--- src/xcd_pkg.sv ---
// Package: shared constants and command/status types of the packet deframer.
`timescale 1ns / 1ps
package xcd_pkg;

  localparam int PayloadMax = 32;
  localparam int StoreDepth = PayloadMax + 1;
  localparam int AddrW      = $clog2(StoreDepth);
  localparam int LenW       = 6;
  localparam int CntW       = $clog2(StoreDepth + 1);
  localparam int ByteW      = 8;
  localparam int CfgIdxW    = 2;
  localparam int CfgDataW   = 8;

  localparam logic [CfgIdxW-1:0] CfgExpLen    = 2'd0;
  localparam logic [CfgIdxW-1:0] CfgStartFlag = 2'd1;
  localparam logic [CfgIdxW-1:0] CfgEndFlag   = 2'd2;

  localparam logic [LenW-1:0]  ExpLenReset    = 6'd1;
  localparam logic [ByteW-1:0] StartFlagReset = 8'd0;
  localparam logic [ByteW-1:0] EndFlagReset   = 8'd0;

  typedef struct packed {
    logic take;
    logic emit_start;
    logic rd_en;
    logic load_out;
  } ctrl_cmd_t;

  typedef struct packed {
    logic end_good;
    logic out_free;
    logic at_last;
  } dp_status_t;

endpackage

--- src/xcd_if.sv ---
// Interfaces: receive byte channel and payload output channel.
`timescale 1ns / 1ps
interface xcd_rx_if;
  logic       valid;
  logic       ready;
  logic [7:0] rx_byte;
  modport source (output valid, output rx_byte, input ready);
  modport sink (input valid, input rx_byte, output ready);
endinterface

interface xcd_tx_if;
  logic       valid;
  logic       ready;
  logic [7:0] payload_byte;
  logic       last;
  modport source (output valid, output payload_byte, output last, input ready);
  modport sink (input valid, input payload_byte, input last, output ready);
endinterface

--- src/xcd_ctrl.sv ---
// Controller: sequences byte intake and readout of a verified packet.
`timescale 1ns / 1ps
module xcd_ctrl
  import xcd_pkg::*;
(
  input  logic       clk_i,
  input  logic       rst_ni,
  input  logic       rx_valid_i,
  output logic       rx_ready_o,
  input  dp_status_t status_i,
  output ctrl_cmd_t  cmd_o
);

  localparam logic [1:0] StIdle = 2'd0;
  localparam logic [1:0] StRead = 2'd1;
  localparam logic [1:0] StLoad = 2'd2;

  logic [1:0] state_q, state_d;

  assign rx_ready_o = (state_q == StIdle);

  always_comb begin
    state_d = state_q;
    cmd_o   = '0;
    unique case (state_q)
      StIdle: begin
        cmd_o.take = rx_valid_i;
        if (rx_valid_i && status_i.end_good) begin
          cmd_o.emit_start = 1'b1;
          state_d          = StRead;
        end
      end
      StRead: begin
        cmd_o.rd_en = 1'b1;
        state_d     = StLoad;
      end
      StLoad: begin
        if (status_i.out_free) begin
          cmd_o.load_out = 1'b1;
          state_d        = status_i.at_last ? StIdle : StRead;
        end
      end
      default: state_d = StIdle;
    endcase
  end

  always_ff @(posedge clk_i or negedge rst_ni) begin
    if (!rst_ni) begin
      state_q <= StIdle;
    end else begin
      state_q <= state_d;
    end
  end

endmodule

--- src/xcd_dp.sv ---
// Datapath: config registers, frame tracking, packet store and output register.
`timescale 1ns / 1ps
module xcd_dp
  import xcd_pkg::*;
(
  input  logic                clk_i,
  input  logic                rst_ni,
  input  logic                cfg_we_i,
  input  logic [CfgIdxW-1:0]  cfg_idx_i,
  input  logic [CfgDataW-1:0] cfg_data_i,
  input  logic [ByteW-1:0]    rx_byte_i,
  input  logic                tx_ready_i,
  output logic                tx_valid_o,
  output logic [ByteW-1:0]    tx_byte_o,
  output logic                tx_last_o,
  input  ctrl_cmd_t           cmd_i,
  output dp_status_t          status_o
);

  logic [LenW-1:0]  exp_len_q;
  logic [ByteW-1:0] start_flag_q, end_flag_q;

  logic             header_q, header_d;
  logic [LenW-1:0]  acc_len_q, acc_len_d;
  logic [CntW-1:0]  fill_q, fill_d;
  logic [ByteW-1:0] xor_q, xor_d;
  logic             wr_en;

  logic [ByteW-1:0] mem [StoreDepth];
  logic [ByteW-1:0] rd_data_q;
  logic [AddrW-1:0] idx_q;
  logic [AddrW-1:0] last_idx_q;

  logic             out_valid_q;
  logic [ByteW-1:0] out_byte_q;
  logic             out_last_q;

  logic             is_start, is_end;
  logic [CntW-1:0]  fill_m1;

  assign is_start = (rx_byte_i == start_flag_q);
  assign is_end   = !is_start && (rx_byte_i == end_flag_q);
  assign fill_m1  = fill_q - CntW'(1);

  assign status_o.end_good = is_end
      && (fill_q >= CntW'(2)) && (fill_q <= CntW'(StoreDepth))
      && (fill_m1 == CntW'(acc_len_q)) && (fill_m1 == CntW'(exp_len_q))
      && (xor_q == ByteW'(acc_len_q));
  assign status_o.out_free = !out_valid_q || tx_ready_i;
  assign status_o.at_last  = (idx_q == last_idx_q);

  // configuration
  always_ff @(posedge clk_i or negedge rst_ni) begin
    if (!rst_ni) begin
      exp_len_q    <= ExpLenReset;
      start_flag_q <= StartFlagReset;
      end_flag_q   <= EndFlagReset;
    end else if (cfg_we_i) begin
      unique case (cfg_idx_i)
        CfgExpLen:    exp_len_q    <= cfg_data_i[LenW-1:0];
        CfgStartFlag: start_flag_q <= cfg_data_i[ByteW-1:0];
        CfgEndFlag:   end_flag_q   <= cfg_data_i[ByteW-1:0];
        default:      ;
      endcase
    end
  end

  // frame tracking
  always_comb begin
    header_d  = header_q;
    acc_len_d = acc_len_q;
    fill_d    = fill_q;
    xor_d     = xor_q;
    wr_en     = 1'b0;
    if (cmd_i.take) begin
      priority if (is_start) begin
        header_d  = 1'b1;
        acc_len_d = '0;
        fill_d    = '0;
        xor_d     = '0;
      end else if (is_end) begin
        header_d  = 1'b0;
        acc_len_d = '0;
        fill_d    = '0;
        xor_d     = '0;
      end else if (header_q && (acc_len_q == '0)) begin
        if (rx_byte_i == ByteW'(exp_len_q)) begin
          acc_len_d = rx_byte_i[LenW-1:0];
        end else begin
          header_d = 1'b0;
          fill_d   = '0;
          xor_d    = '0;
        end
      end else if (header_q) begin
        if (fill_q < CntW'(StoreDepth)) begin
          wr_en  = 1'b1;
          fill_d = fill_q + CntW'(1);
          xor_d  = xor_q ^ rx_byte_i;
        end else begin
          header_d  = 1'b0;
          acc_len_d = '0;
          fill_d    = '0;
          xor_d     = '0;
        end
      end else begin
        // byte outside a packet
      end
    end
  end

  always_ff @(posedge clk_i or negedge rst_ni) begin
    if (!rst_ni) begin
      header_q  <= 1'b0;
      acc_len_q <= '0;
      fill_q    <= '0;
      xor_q     <= '0;
    end else begin
      header_q  <= header_d;
      acc_len_q <= acc_len_d;
      fill_q    <= fill_d;
      xor_q     <= xor_d;
    end
  end

  // packet store
  always_ff @(posedge clk_i) begin
    if (wr_en) begin
      mem[fill_q[AddrW-1:0]] <= rx_byte_i;
    end
    if (cmd_i.rd_en) begin
      rd_data_q <= mem[idx_q];
    end
  end

  // readout index
  always_ff @(posedge clk_i or negedge rst_ni) begin
    if (!rst_ni) begin
      idx_q      <= '0;
      last_idx_q <= '0;
    end else if (cmd_i.emit_start) begin
      idx_q      <= '0;
      last_idx_q <= AddrW'(acc_len_q - LenW'(1));
    end else if (cmd_i.load_out) begin
      idx_q <= idx_q + AddrW'(1);
    end
  end

  // output register
  always_ff @(posedge clk_i or negedge rst_ni) begin
    if (!rst_ni) begin
      out_valid_q <= 1'b0;
    end else if (cmd_i.load_out) begin
      out_valid_q <= 1'b1;
    end else if (tx_ready_i) begin
      out_valid_q <= 1'b0;
    end
  end

  always_ff @(posedge clk_i) begin
    if (cmd_i.load_out) begin
      out_byte_q <= rd_data_q;
      out_last_q <= status_o.at_last;
    end
  end

  assign tx_valid_o = out_valid_q;
  assign tx_byte_o  = out_byte_q;
  assign tx_last_o  = out_last_q;

  a_fill_bound: assert property (@(posedge clk_i) disable iff (!rst_ni)
    fill_q <= CntW'(StoreDepth))
    else $error("fill count beyond store depth");

  a_load_free: assert property (@(posedge clk_i) disable iff (!rst_ni)
    cmd_i.load_out |-> (!out_valid_q || tx_ready_i))
    else $error("output register overwritten");

  a_last_mark: assert property (@(posedge clk_i) disable iff (!rst_ni)
    (cmd_i.load_out && status_o.at_last) |=> (out_valid_q && out_last_q))
    else $error("final beat lacks last marker");

  a_no_write_emit: assert property (@(posedge clk_i) disable iff (!rst_ni)
    (cmd_i.rd_en || cmd_i.load_out) |-> !wr_en)
    else $error("store written during readout");

endmodule

--- src/xor_checksum_packet_deframer.sv ---
// Top level: flag/length/XOR-checksum packet deframer.
// Operation: bytes are taken while the controller is idle; after a good end flag each payload
// beat is read from the store into a read register, then loaded into the output register
// once that is free, so the sink can stall the readout. Reception pauses while a verified
// packet is read out of the store.
// Reset: config returns to length 1 and both flags 0; frame state and output cleared.
`timescale 1ns / 1ps
module xor_checksum_packet_deframer
  import xcd_pkg::*;
(
  input  logic                clk_i,
  input  logic                rst_ni,
  input  logic                cfg_we_i,
  input  logic [CfgIdxW-1:0]  cfg_idx_i,
  input  logic [CfgDataW-1:0] cfg_data_i,
  xcd_rx_if.sink              rx_i,
  xcd_tx_if.source            tx_o
);

  ctrl_cmd_t  cmd;
  dp_status_t status;

  xcd_ctrl u_ctrl (
    .clk_i      (clk_i),
    .rst_ni     (rst_ni),
    .rx_valid_i (rx_i.valid),
    .rx_ready_o (rx_i.ready),
    .status_i   (status),
    .cmd_o      (cmd)
  );

  xcd_dp u_dp (
    .clk_i      (clk_i),
    .rst_ni     (rst_ni),
    .cfg_we_i   (cfg_we_i),
    .cfg_idx_i  (cfg_idx_i),
    .cfg_data_i (cfg_data_i),
    .rx_byte_i  (rx_i.rx_byte),
    .tx_ready_i (tx_o.ready),
    .tx_valid_o (tx_o.valid),
    .tx_byte_o  (tx_o.payload_byte),
    .tx_last_o  (tx_o.last),
    .cmd_i      (cmd),
    .status_o   (status)
  );

endmodule
--- src/flat_wrapper.sv ---
// flat-port wrapper written by rule: the top's interface ports become plain ports
module xor_checksum_packet_deframer_flat import xcd_pkg::*;
  (clk_i, rst_ni, cfg_we_i, cfg_idx_i, cfg_data_i, rx_i_valid, rx_i_rx_byte, rx_i_ready, tx_o_valid, tx_o_payload_byte, tx_o_last, tx_o_ready);
  xcd_rx_if rx_i_i ();
  xcd_tx_if tx_o_i ();
  input  logic clk_i;
  input  logic rst_ni;
  input  logic cfg_we_i;
  input  logic [CfgIdxW-1:0] cfg_idx_i;
  input  logic [CfgDataW-1:0] cfg_data_i;
  input wire logic [$bits(rx_i_i.valid)-1:0] rx_i_valid;
  input wire logic [$bits(rx_i_i.rx_byte)-1:0] rx_i_rx_byte;
  output wire logic [$bits(rx_i_i.ready)-1:0] rx_i_ready;
  output wire logic [$bits(tx_o_i.valid)-1:0] tx_o_valid;
  output wire logic [$bits(tx_o_i.payload_byte)-1:0] tx_o_payload_byte;
  output wire logic [$bits(tx_o_i.last)-1:0] tx_o_last;
  input wire logic [$bits(tx_o_i.ready)-1:0] tx_o_ready;
  assign rx_i_i.valid = rx_i_valid;
  assign rx_i_i.rx_byte = rx_i_rx_byte;
  assign rx_i_ready = rx_i_i.ready;
  assign tx_o_valid = tx_o_i.valid;
  assign tx_o_payload_byte = tx_o_i.payload_byte;
  assign tx_o_last = tx_o_i.last;
  assign tx_o_i.ready = tx_o_ready;
  xor_checksum_packet_deframer u_core (.clk_i(clk_i), .rst_ni(rst_ni), .cfg_we_i(cfg_we_i), .cfg_idx_i(cfg_idx_i), .cfg_data_i(cfg_data_i), .rx_i(rx_i_i), .tx_o(tx_o_i));
endmodule
--- config.mk ---
export PLATFORM = sky130hd
export DESIGN_NAME = xor_checksum_packet_deframer_flat
export DESIGN_NICKNAME = d
export VERILOG_FILES = /design/src/xcd_pkg.sv /design/src/xcd_if.sv /design/src/xcd_ctrl.sv /design/src/xcd_dp.sv /design/src/xor_checksum_packet_deframer.sv /design/src/flat_wrapper.sv
export SDC_FILE = /design/constraint.sdc
export NUM_CORES = 1
export LEC_CHECK = 0
export ABC_CLOCK_PERIOD_IN_PS = 5360
export BUFFER_PORTS_ARGS = -buffer_cell sky130_fd_sc_hd__buf_4
export CELL_PAD_IN_SITES_DETAIL_PLACEMENT = 1
export CELL_PAD_IN_SITES_GLOBAL_PLACEMENT = 2
export CORE_ASPECT_RATIO = 1.1
export CORE_MARGIN = 2
export CORE_UTILIZATION = 50
export CTS_CLUSTER_DIAMETER = 60
export DETAILED_ROUTE_END_ITERATION = 10
export HOLD_SLACK_MARGIN = 0.08
export PLACE_DENSITY_LB_ADDON = 0.1
export SYNTH_ARGS = -nofsm -noshare
export SYNTH_HDL_FRONTEND = slang
export SYNTH_SLANG_ARGS = --single-unit
--- constraint.sdc ---
create_clock -name clk_i -period 5.36 [get_ports clk_i]
set_input_delay 1.072 -clock clk_i [delete_from_list [all_inputs] [get_ports clk_i]]
set_output_delay 1.072 -clock clk_i [all_outputs]
set_load 0.01 [all_outputs]
# After elaboration in Yosys (flattened, before gate mapping)
# Memories as Yosys holds them, arrays and structs flattened. A register that Yosys moved wholly into a read port is not among the register bits.
# Index checks and enable logic that the tools add are counted.
dict set report classes {
  n_addsub 4
  magnitude_cmp 3
  n_eq_ne 16
  mux 43
  n_bitwise 1
  n_reduce_logical 24
}
# operator count
set ops {}
lappend ops {{$mux 6} 14}
lappend ops {{$mux 8} 6}
lappend ops {{$mux 1} 19}
lappend ops {{$eq 6x6->1} 3}
lappend ops {{$eq 8x6->1} 2}
lappend ops {{$eq 8x8->1} 2}
lappend ops {{$add 6x1->6 const B} 2}
lappend ops {{$sub 6x1->6 const B} 2}
lappend ops {{$reduce_and 2->1} 5}
lappend ops {{$logic_and 1x1->1} 8}
lappend ops {{$ne 4x4->1 const B} 2}
lappend ops {{$xor 8x8->8} 1}
lappend ops {{$ge 6x2->1 const B} 1}
lappend ops {{$le 6x6->1 const B} 1}
lappend ops {{$logic_not 6->1} 1}
lappend ops {{$lt 6x6->1 const B} 1}
lappend ops {{$mux 2} 3}
lappend ops {{$pmux 2 s3} 1}
lappend ops {{$eq 2x1->1 const B} 2}
lappend ops {{$eq 2x2->1 const B} 2}
lappend ops {{$logic_not 2->1} 2}
lappend ops {{$ne 2x1->1 const B} 2}
lappend ops {{$ne 4x3->1 const B} 1}
lappend ops {{$reduce_and 4->1} 1}
lappend ops {{other kinds (5)} 7}
dict set report totals {
  regBits 67
  ramBits 264
  inputBits 23
  output_inout_bits 11
  word_cells 105
  mem_count 1
}
# name words word_bits read_ports rd_ports_with_merged_regs wr line
set memory_table {}
lappend memory_table {u_core.u_dp.mem 33 8 1 1 1 xcd_dp.sv:29} ;# logic [ByteW-1:0] mem [StoreDepth];

# Logic depth before layout (Yosys ltp)
# Gate-level depths: netlist (run 1).
dict set report depth {
  ltp_word 14
  ltp_mapped 10
  ltp_nobuf 8
}

# By module
# From an unflattened synthesis (run 1), not the netlist that was laid out.
dict set report hier_totals {
  cells_unflattened 782
  area_unflattened_um2 14002.2
}
# module instances cells_each area_per_inst_um2 seq_area_each_um2
set by_module_without_submodules {}
lappend by_module_without_submodules {xcd_dp 1 770 13879.6 9840.7}
lappend by_module_without_submodules {xcd_ctrl 1 12 122.6 50.0}

# Worst setup path before layout (run 1)
# No wires, ideal clock.
dict set report synth_timing {
  kind {input -> register}
  from {input port rx_i_rx_byte[4]}
  to {memory u_core.u_dp.mem[16][0] (enable)}
  setup_ns 0.371
  arrival_time_ns 2.702
  required_time_ns 4.989
  path_slack_ns 2.287
  cell_stages 7
  n_path_buf 1
  path_cell_list {clkbuf_2 > xnor2_1 > nand4_1 > nor2_4 > nor4_1 > nand3b_1 > nor2_1}
}
dict set report synth_between {
  elab_chain_cells 8
  word_cells_on_any_way 9
  cone_classes {2 x eq/ne; 5 x mux; 2 x reduce/logical}
}
# element line
set synth_rtl {}
lappend synth_rtl {{start, declared} flat_wrapper.sv:12} ;# input wire logic [$bits(rx_i_i.rx_byte)-1:0] rx_i_rx_byte;
lappend synth_rtl {{$eq 8x8->1} xcd_dp.sv:41} ;# assign is_start = (rx_byte_i == start_flag_q);
lappend synth_rtl {{$logic_not 1->1} xcd_dp.sv:42} ;# assign is_end = !is_start && (rx_byte_i == end_flag_q);
lappend synth_rtl {{$logic_and 1x1->1} xcd_dp.sv:42}
lappend synth_rtl {{$mux 1} xcd_dp.sv:81} ;# end else if (is_end) begin
lappend synth_rtl {{$mux 1 *} xcd_dp.sv:76} ;# priority if (is_start) begin
lappend synth_rtl {{$mux 1 *} xcd_dp.sv:75} ;# if (cmd_i.take) begin
lappend synth_rtl {{$mux 1 *} xcd_dp.sv:127} ;# if (wr_en) begin
lappend synth_rtl {{$mux 1 (not written as such) *} xcd_dp.sv:128} ;# mem[fill_q[AddrW-1:0]] <= rx_byte_i;
lappend synth_rtl {{end, declared} xcd_dp.sv:29}
# Mark *: on every way between the ends. The rest lies on a longest branch, timed or not.

# Final worst setup path (run 1)
dict set report layout_timing {
  from {input port rx_i_rx_byte[5]}
  to {memory u_core.u_dp.mem[15][1] (enable)}
}
# The elaborated chain is that of the path after synthesis.

==> impl_metrics.env, run 1 <==
export IMPL_status="complete, no violations"
export IMPL_cts_tree="built"
export IMPL_finalCritPeriodShare=0.624
export IMPL_dp_cells=1146
export IMPL_power_leakage_uw=0.00532
export IMPL_max_freq_ghz=0.299
export IMPL_root_buffer="clkbuf_16"
export IMPL_clock_sinks=339
export IMPL_cts_clk_slew_worst_paths_ns=0.06
export IMPL_hold_class="register to register"
export IMPL_diodes=0
export IMPL_gp_routability_congestion=0.823
export IMPL_tns_ns=0
export IMPL_final_fill_count=2513
export IMPL_die_w_microns=164
export IMPL_crit_arrival_ns=3.48
export IMPL_stdcell_area_sq_um=15800
export IMPL_cts_hold_buf=0
export IMPL_cp_end_kind="register"
export IMPL_synth_area_leaders="edfxtp_1, mux4_2, dfrtp_1"
export IMPL_antenna_found_initial=0
export IMPL_syn2layout_area_growth_pct=12.5
export IMPL_start_kind="input pin"
export IMPL_vias=7158
export IMPL_synth_avg_cell_area_sq_um=18.0
export IMPL_slew_violations=0
export IMPL_p_per_area_nw_per_um2=458
export IMPL_post_cts_setup_buffer_count=0
export IMPL_skew_ns=0.0176
export IMPL_drcViolationCount=0
export IMPL_drive_above_1_share=0.256
export IMPL_cp_max_fo=38
export IMPL_synth_cells=781
export IMPL_initialDrtViolationCount=524
export IMPL_slew_headroom=0.190
export IMPL_wl_microns=33500
export IMPL_die_y_microns=180
export IMPL_yosys_warnings=0
export IMPL_vias_per_cell=5.93
export IMPL_grt_pass1_wl_microns=51500
export IMPL_netlist_area_leader_share=0.600
export IMPL_syn_nets=810
export IMPL_finalCriticalPeriod_ns=3.35
export IMPL_tightest_slew_ns=1.21
export IMPL_cts_resized=0
export IMPL_peakVddDrop_uv=283
export IMPL_crit_required_ns=5.49
export IMPL_wl_per_cell_microns=27.7
export IMPL_cap_violations=0
export IMPL_htreeDepth=2
export IMPL_setup_violations=0
export IMPL_grt_max_degree=59
export IMPL_ant_nets=0
export IMPL_initial_core_util=0.507
export IMPL_synth_edf_count=281
export IMPL_cts_buffer_depth=3
export IMPL_hold_viol=0
export IMPL_cts_buffers_inserted=34
export IMPL_multi_input_area_sq_um=3890
export IMPL_insertion_delay_ns=0.51
export IMPL_place_area_sq_um=14600
export IMPL_netlist_cell_type_count=59
export IMPL_synth_cell_area_sq_um=14100
export IMPL_grt_setup_unrepaired="no"
export IMPL_synth_seq_area_share=0.704
export IMPL_final_nets=848
export IMPL_async_flop_share=0.171
export IMPL_dp_hpwl_microns=22000
export IMPL_hold_path_depth=0
export IMPL_ys_flop_type="edfxtp_1"
export IMPL_grt_usage=0.240
export IMPL_netlist_top_cell_by_area="edfxtp_1"
export IMPL_die_area_sq_um=29500
export IMPL_instances_no_fill=1207
export IMPL_synth_most_common_cell="edfxtp_1"
export IMPL_synth_common_cells="edfxtp_1, mux4_2, dfrtp_1"
export IMPL_ys_ff_latch=339
export IMPL_core_area_sq_um=27700
export IMPL_port_buffers=33
export IMPL_io_pins=34
export IMPL_worst_r2r_cell_count=5
export IMPL_final_util=0.570
export IMPL_grt_pass1_vias=7855
export IMPL_grt_overflow=0
export IMPL_firstDrtPassIters=5
export IMPL_rows=64
export IMPL_seq_area_sq_um=9900
export IMPL_crit_type="input pin to register"
[sequential cells by signal, indices dropped and copies added, names as in the netlist, 8 cells and up]
register	flops
u_core.u_dp.start_flag_q	8
u_core.u_dp.end_flag_q	8
u_core.u_dp.mem	264
u_core.u_dp.xor_q	8
u_core.u_dp.tx_byte_o	8
u_core.u_dp.rd_data_q	8
[where the power goes]
part           internal [uW]  switching (uW)  leakage, uW
combinational            756             712      0.00148
sequential              2960             289      0.00326
clock                   1540             984     0.000584
total                   5250            1980      0.00532
[stage by stage]
stage | hold slack (ns) | total power, uW | worst slack, ns
6_report | 0.419 | 7240 | 2.01
5_1_grt | 0.427 | 7510 | 1.81
4_1_cts | 0.421 | 7310 | 1.99
3_5_place_dp | 0.406 | 4790 | 1.47
3_3_place_gp | 0.401 | 4750 | 1.61
2_1_floorplan | 0.400 | 4280 | 2.29
[layout make-up]
cell class | count | share of cell area
well taps | 363 | 0.0287
inverters | 16 | 0.00380
clock inverters | 22 | 0.0184
clock buffers | 39 | 0.0564
flip-flops and latches | 339 | 0.626
repair buffers | 43 | 0.0204
multi-input cells | 385 | 0.246
[layer usage]
layer,GRT usage,share of wire,vias up
met2,0.392,0.51,159
met4,0.0789,0.035,0
li1,-,-,3134
met1,0.330,0.41,3805
met3,0.0415,0.043,60
met5,0,0,-
[critical path: stages]
cell and delay, ns:
buf_4 0.42, xnor2_1 0.14, nand4_1 0.12, nor2_1 0.14
nor4_1 0.31, buf_4 0.20, nand3b_1 0.28, nor2_1 0.75
[cells by family after synthesis]
group,count (synthesis),share of synthesized area
AO/OA/AOI/OAI,64,0.0327
flip-flops,339,0.704
multiplexers,121,0.155
AND/OR/NAND/NOR,150,0.0556
adder cells (fa/ha/maj),6,0.00534
buffers and inverters,57,0.0195
XOR/XNOR,44,0.0280
[layout by cell type, fill, tap and decap left out, drive strengths merged, types with 2 or more instances in the layout]
cell type	n
bufinv	7
clkbuf	39
or3	17
clkinv	12
nand3b	4
nor3b	3
inv	18
and2	8
nor2	45
nand2	28
a21oi	13
and3	3
a22o	7
xor2	14
nor4	3
buf	43
edfxtp	281
mux4	74
nand2b	2
ha	6
dfrtp	57
nand4	8
o21ai	25
mux2i	19
nor3	8
mux2	28
a2111oi	2
nand3	12
xnor2	30
a22oi	6
o31ai	3
nor2b	4
[worst paths after layout]
kind	startpoint	endpoint	slack, ns
worst min-delay path	u_core.u_dp.rd_data_q[3]	u_core.u_dp.tx_byte_o[3]	0.42
worst max register to register	u_core.u_dp.idx_q[1]	u_core.u_dp.rd_data_q[7]	2.11
max in group asynchronous	rst_ni	u_core.u_dp.idx_q[1]	4.15
worst min register to register	u_core.u_dp.rd_data_q[3]	u_core.u_dp.tx_byte_o[3]	0.42
worst max-delay path	rx_i_rx_byte[5]	u_core.u_dp.mem[15][1]	2.01
min in group asynchronous	rst_ni	u_core.u_dp.idx_q[3]	0.64
Note: power is estimated with default switching activity, not from simulation.
==> inputs of run 2 (changes only) <==
Settings changed: ABC_AREA from default to 1, ABC_CLOCK_PERIOD_IN_PS 5360 to 2900, CORE_UTILIZATION 50 to 38.
Clock period 5.36 ns to 2.9 ns, I/O delays scaled along.
==> impl_metrics.env, run 2 <==
export IMPL_cts_hold_buf=0
export IMPL_crit_type="register to register"
export IMPL_synth_cells=1403
export IMPL_p_per_area_nw_per_um2=686
export IMPL_insertion_delay_ns=0.54
export IMPL_rows=76
export IMPL_cap_violations=0
export IMPL_mostFrequentLayoutCell="edfxtp_1"
export IMPL_slew_headroom=0.454
export IMPL_dp_cells=1959
export IMPL_slew_violations=0
export IMPL_crit_required_ns=3.15
export IMPL_netlist_top_cell_by_area="edfxtp_1"
export IMPL_instances_no_fill=2032
export IMPL_hold_viol=0
export IMPL_synth_common_cells="edfxtp_1, nand2_1, nor2_1"
export IMPL_die_w_microns=193
export IMPL_finalCritPeriodShare=0.912
export IMPL_cts_buffer_depth=3
export IMPL_p_int_uw=8790
export IMPL_htreeDepth=2
export IMPL_power_leakage_uw=0.00671
export IMPL_gp_routability_congestion=0.809
export IMPL_vias_per_cell=5.20
export IMPL_crit_slowest_cell="dfrtp_1"
export IMPL_status="complete, no violations"
export IMPL_core_area_sq_um=39000
export IMPL_drive_above_1_share=0.146
export IMPL_drcViolationCount=0
export IMPL_grt_setup_unrepaired="no"
export IMPL_final_nets=1523
export IMPL_grt_max_degree=69
export IMPL_stdcell_area_sq_um=17500
export IMPL_synth_most_common_cell="edfxtp_1"
export IMPL_cp_end_kind="register"
export IMPL_cts_resized=0
export IMPL_firstDrtPassIters=5
export IMPL_port_buffers=33
export IMPL_layout_common_cells="edfxtp_1, nand2_1, nor2_1"
export IMPL_switching_share=0.266
export IMPL_root_buffer="clkbuf_16"
export IMPL_clkPwrFrac=0.405
export IMPL_synth_cell_area_sq_um=14900
export IMPL_ys_ff_latch=339
export IMPL_die_y_microns=212
export IMPL_place_area_sq_um=16200
export IMPL_synth_edf_count=281
export IMPL_initialDrtViolationCount=852
export IMPL_final_fill_count=4262
export IMPL_netlist_area_leader_share=0.564
export IMPL_clock_sinks=339
export IMPL_async_flop_share=0.171
export IMPL_cp_max_fo=8
export IMPL_ant_nets=0
export IMPL_grt_overflow=0
export IMPL_diodes=0
export IMPL_crit_arrival_ns=2.89
export IMPL_cts_tree="built"
export IMPL_hold_class="input pin to async pin"
export IMPL_io_pins=34
export IMPL_synth_avg_cell_area_sq_um=10.7
export IMPL_power_frac_comb=0.130
export IMPL_skew_ns=0.0105
export IMPL_antenna_found_initial=0
export IMPL_path_cells="inv_1, ha_1, nand4_2, nand2_1, inv_2, nor3_4, nand3_4, nor2_1, nand2_1, nor2_1, buf_4"
export IMPL_initial_core_util=0.383
export IMPL_pwr_share_seq=0.465
export IMPL_ys_flop_type="edfxtp_1"
export IMPL_final_util=0.448
export IMPL_largest_reg_flops=264
export IMPL_wl_per_cell_microns=23.0
export IMPL_max_freq_ghz=0.378
export IMPL_synth_seq_area_share=0.662
export IMPL_grt_pass1_vias=11100
export IMPL_cts_buffers_inserted=40
export IMPL_grt_usage=0.235
export IMPL_wl_microns=46700
export IMPL_setup_violations=0
export IMPL_finalCriticalPeriod_ns=2.64
export IMPL_start_kind="register"
export IMPL_post_cts_setup_buffer_count=0
export IMPL_cts_clk_slew_worst_paths_ns=0.06
export IMPL_grt_pass1_wl_microns=70300
export IMPL_syn2layout_area_growth_pct=16.9
export IMPL_peakVddDrop_uv=409
export IMPL_synth_area_leaders="edfxtp_1, dfrtp_1, nand2_1"
export IMPL_switchingPower_uw=3190
export IMPL_syn_nets=1432
export IMPL_tns_ns=0
export IMPL_yosys_warnings=0
export IMPL_vias=10600
export IMPL_netlist_cell_type_count=39
export IMPL_tightest_slew_ns=0.819
export IMPL_slowest_delay_ns=0.38
export IMPL_die_area_sq_um=40900
export IMPL_dp_hpwl_microns=31500
[run 2: changes by cell type after synthesis, sizes merged, moves of 17 or more]
cell    delta
o22ai     +24
nand3     +77
nor2     +178
o211ai    +20
or3       -17
nand2    +244
mux4      -74
mux2i     -18
inv       +83
clkbuf    +25
mux2      -28
o21ai    +134
[run 2: logic make-up (layout without fill, tap and decap cells)]
group                      after synthesis  count (layout)  share of synthesized area
AOI/OAI and AO/OA                      225             225                     0.0860
xor gates and xnor gates                25              25                     0.0146
adders and majority gates                6               6                    0.00502
buffers and inverters                  171             293                     0.0482
DFF                                    339             339                      0.662
muxes                                    1               1                    0.00151
and+or+nand+nor                        636             636                      0.183
[run 2: path summary, 6_finish.rpt]
check	from	to	slack [ns]	depth (start not counted)
max	u_core.u_dp.fill_q[1]	u_core.u_dp.mem[3][3]	0.26	11
min reg2reg	u_core.u_dp.rd_data_q[2]	u_core.u_dp.tx_byte_o[2]	0.42	0
max reg2reg	u_core.u_dp.fill_q[1]	u_core.u_dp.mem[3][3]	0.26	11
min	rst_ni	u_core.u_ctrl.state_q[0]	0.13	1
min in group clk_i	cfg_data_i[0]	u_core.u_dp.exp_len_q[0]	0.33	3
max in group asynchronous	rst_ni	u_core.u_dp.idx_q[0]	2.16	1
[run 2: cell type report]
class / count / area (sq um) / area share
clock buffers: 50 / 1070 / 0.0612
clock inverters: 23 / 195 / 0.0112
inverters: 102 / 389 / 0.0223
multi-input cells: 893 / 4340 / 0.248
flip-flops and latches: 339 / 9900 / 0.566
well taps: 507 / 634 / 0.0363
repair buffers: 118 / 948 / 0.0543
[run 2: routing by layer]
metal  vias up  track usage  share of wire
li1       5015            -              -
met1      5302        0.307           0.44
met2       194        0.412           0.50
met3        62       0.0277          0.033
met4         0       0.0656          0.025
met5         -            0              0
[run 2: power by group through the flow]
stage	Combinational, uW	Sequential (uW)	Clock [uW]
global route	1750	5590	5140
floorplan	957	5640	0
finish	1550	5570	4860
CTS	1570	5580	4970
detailed placement	1570	5680	0
global placement	1550	5680	0
[run 2: stage by stage]
step                hold WS (ns)  total power (uW)  worst slack [ns]
global route               0.180             12500            0.0695
CTS                        0.157             12100             0.252
finish                     0.135             12000             0.255
global placement           0.401              7230             0.197
floorplan                  0.284              6600             0.351
detailed placement         0.407              7240             0.167
[run 2: critical path, delay by kind of cell, from the launching register on]
| kind | cells | cell delay [ns] |
|---|---|---|
| AND/OR/NAND/NOR | 7 | 1.37 |
| buffers and inverters | 3 | 0.34 |
| adder cells (fa/ha/maj) | 1 | 0.26 |
| flip-flops | 1 | 0.38 |
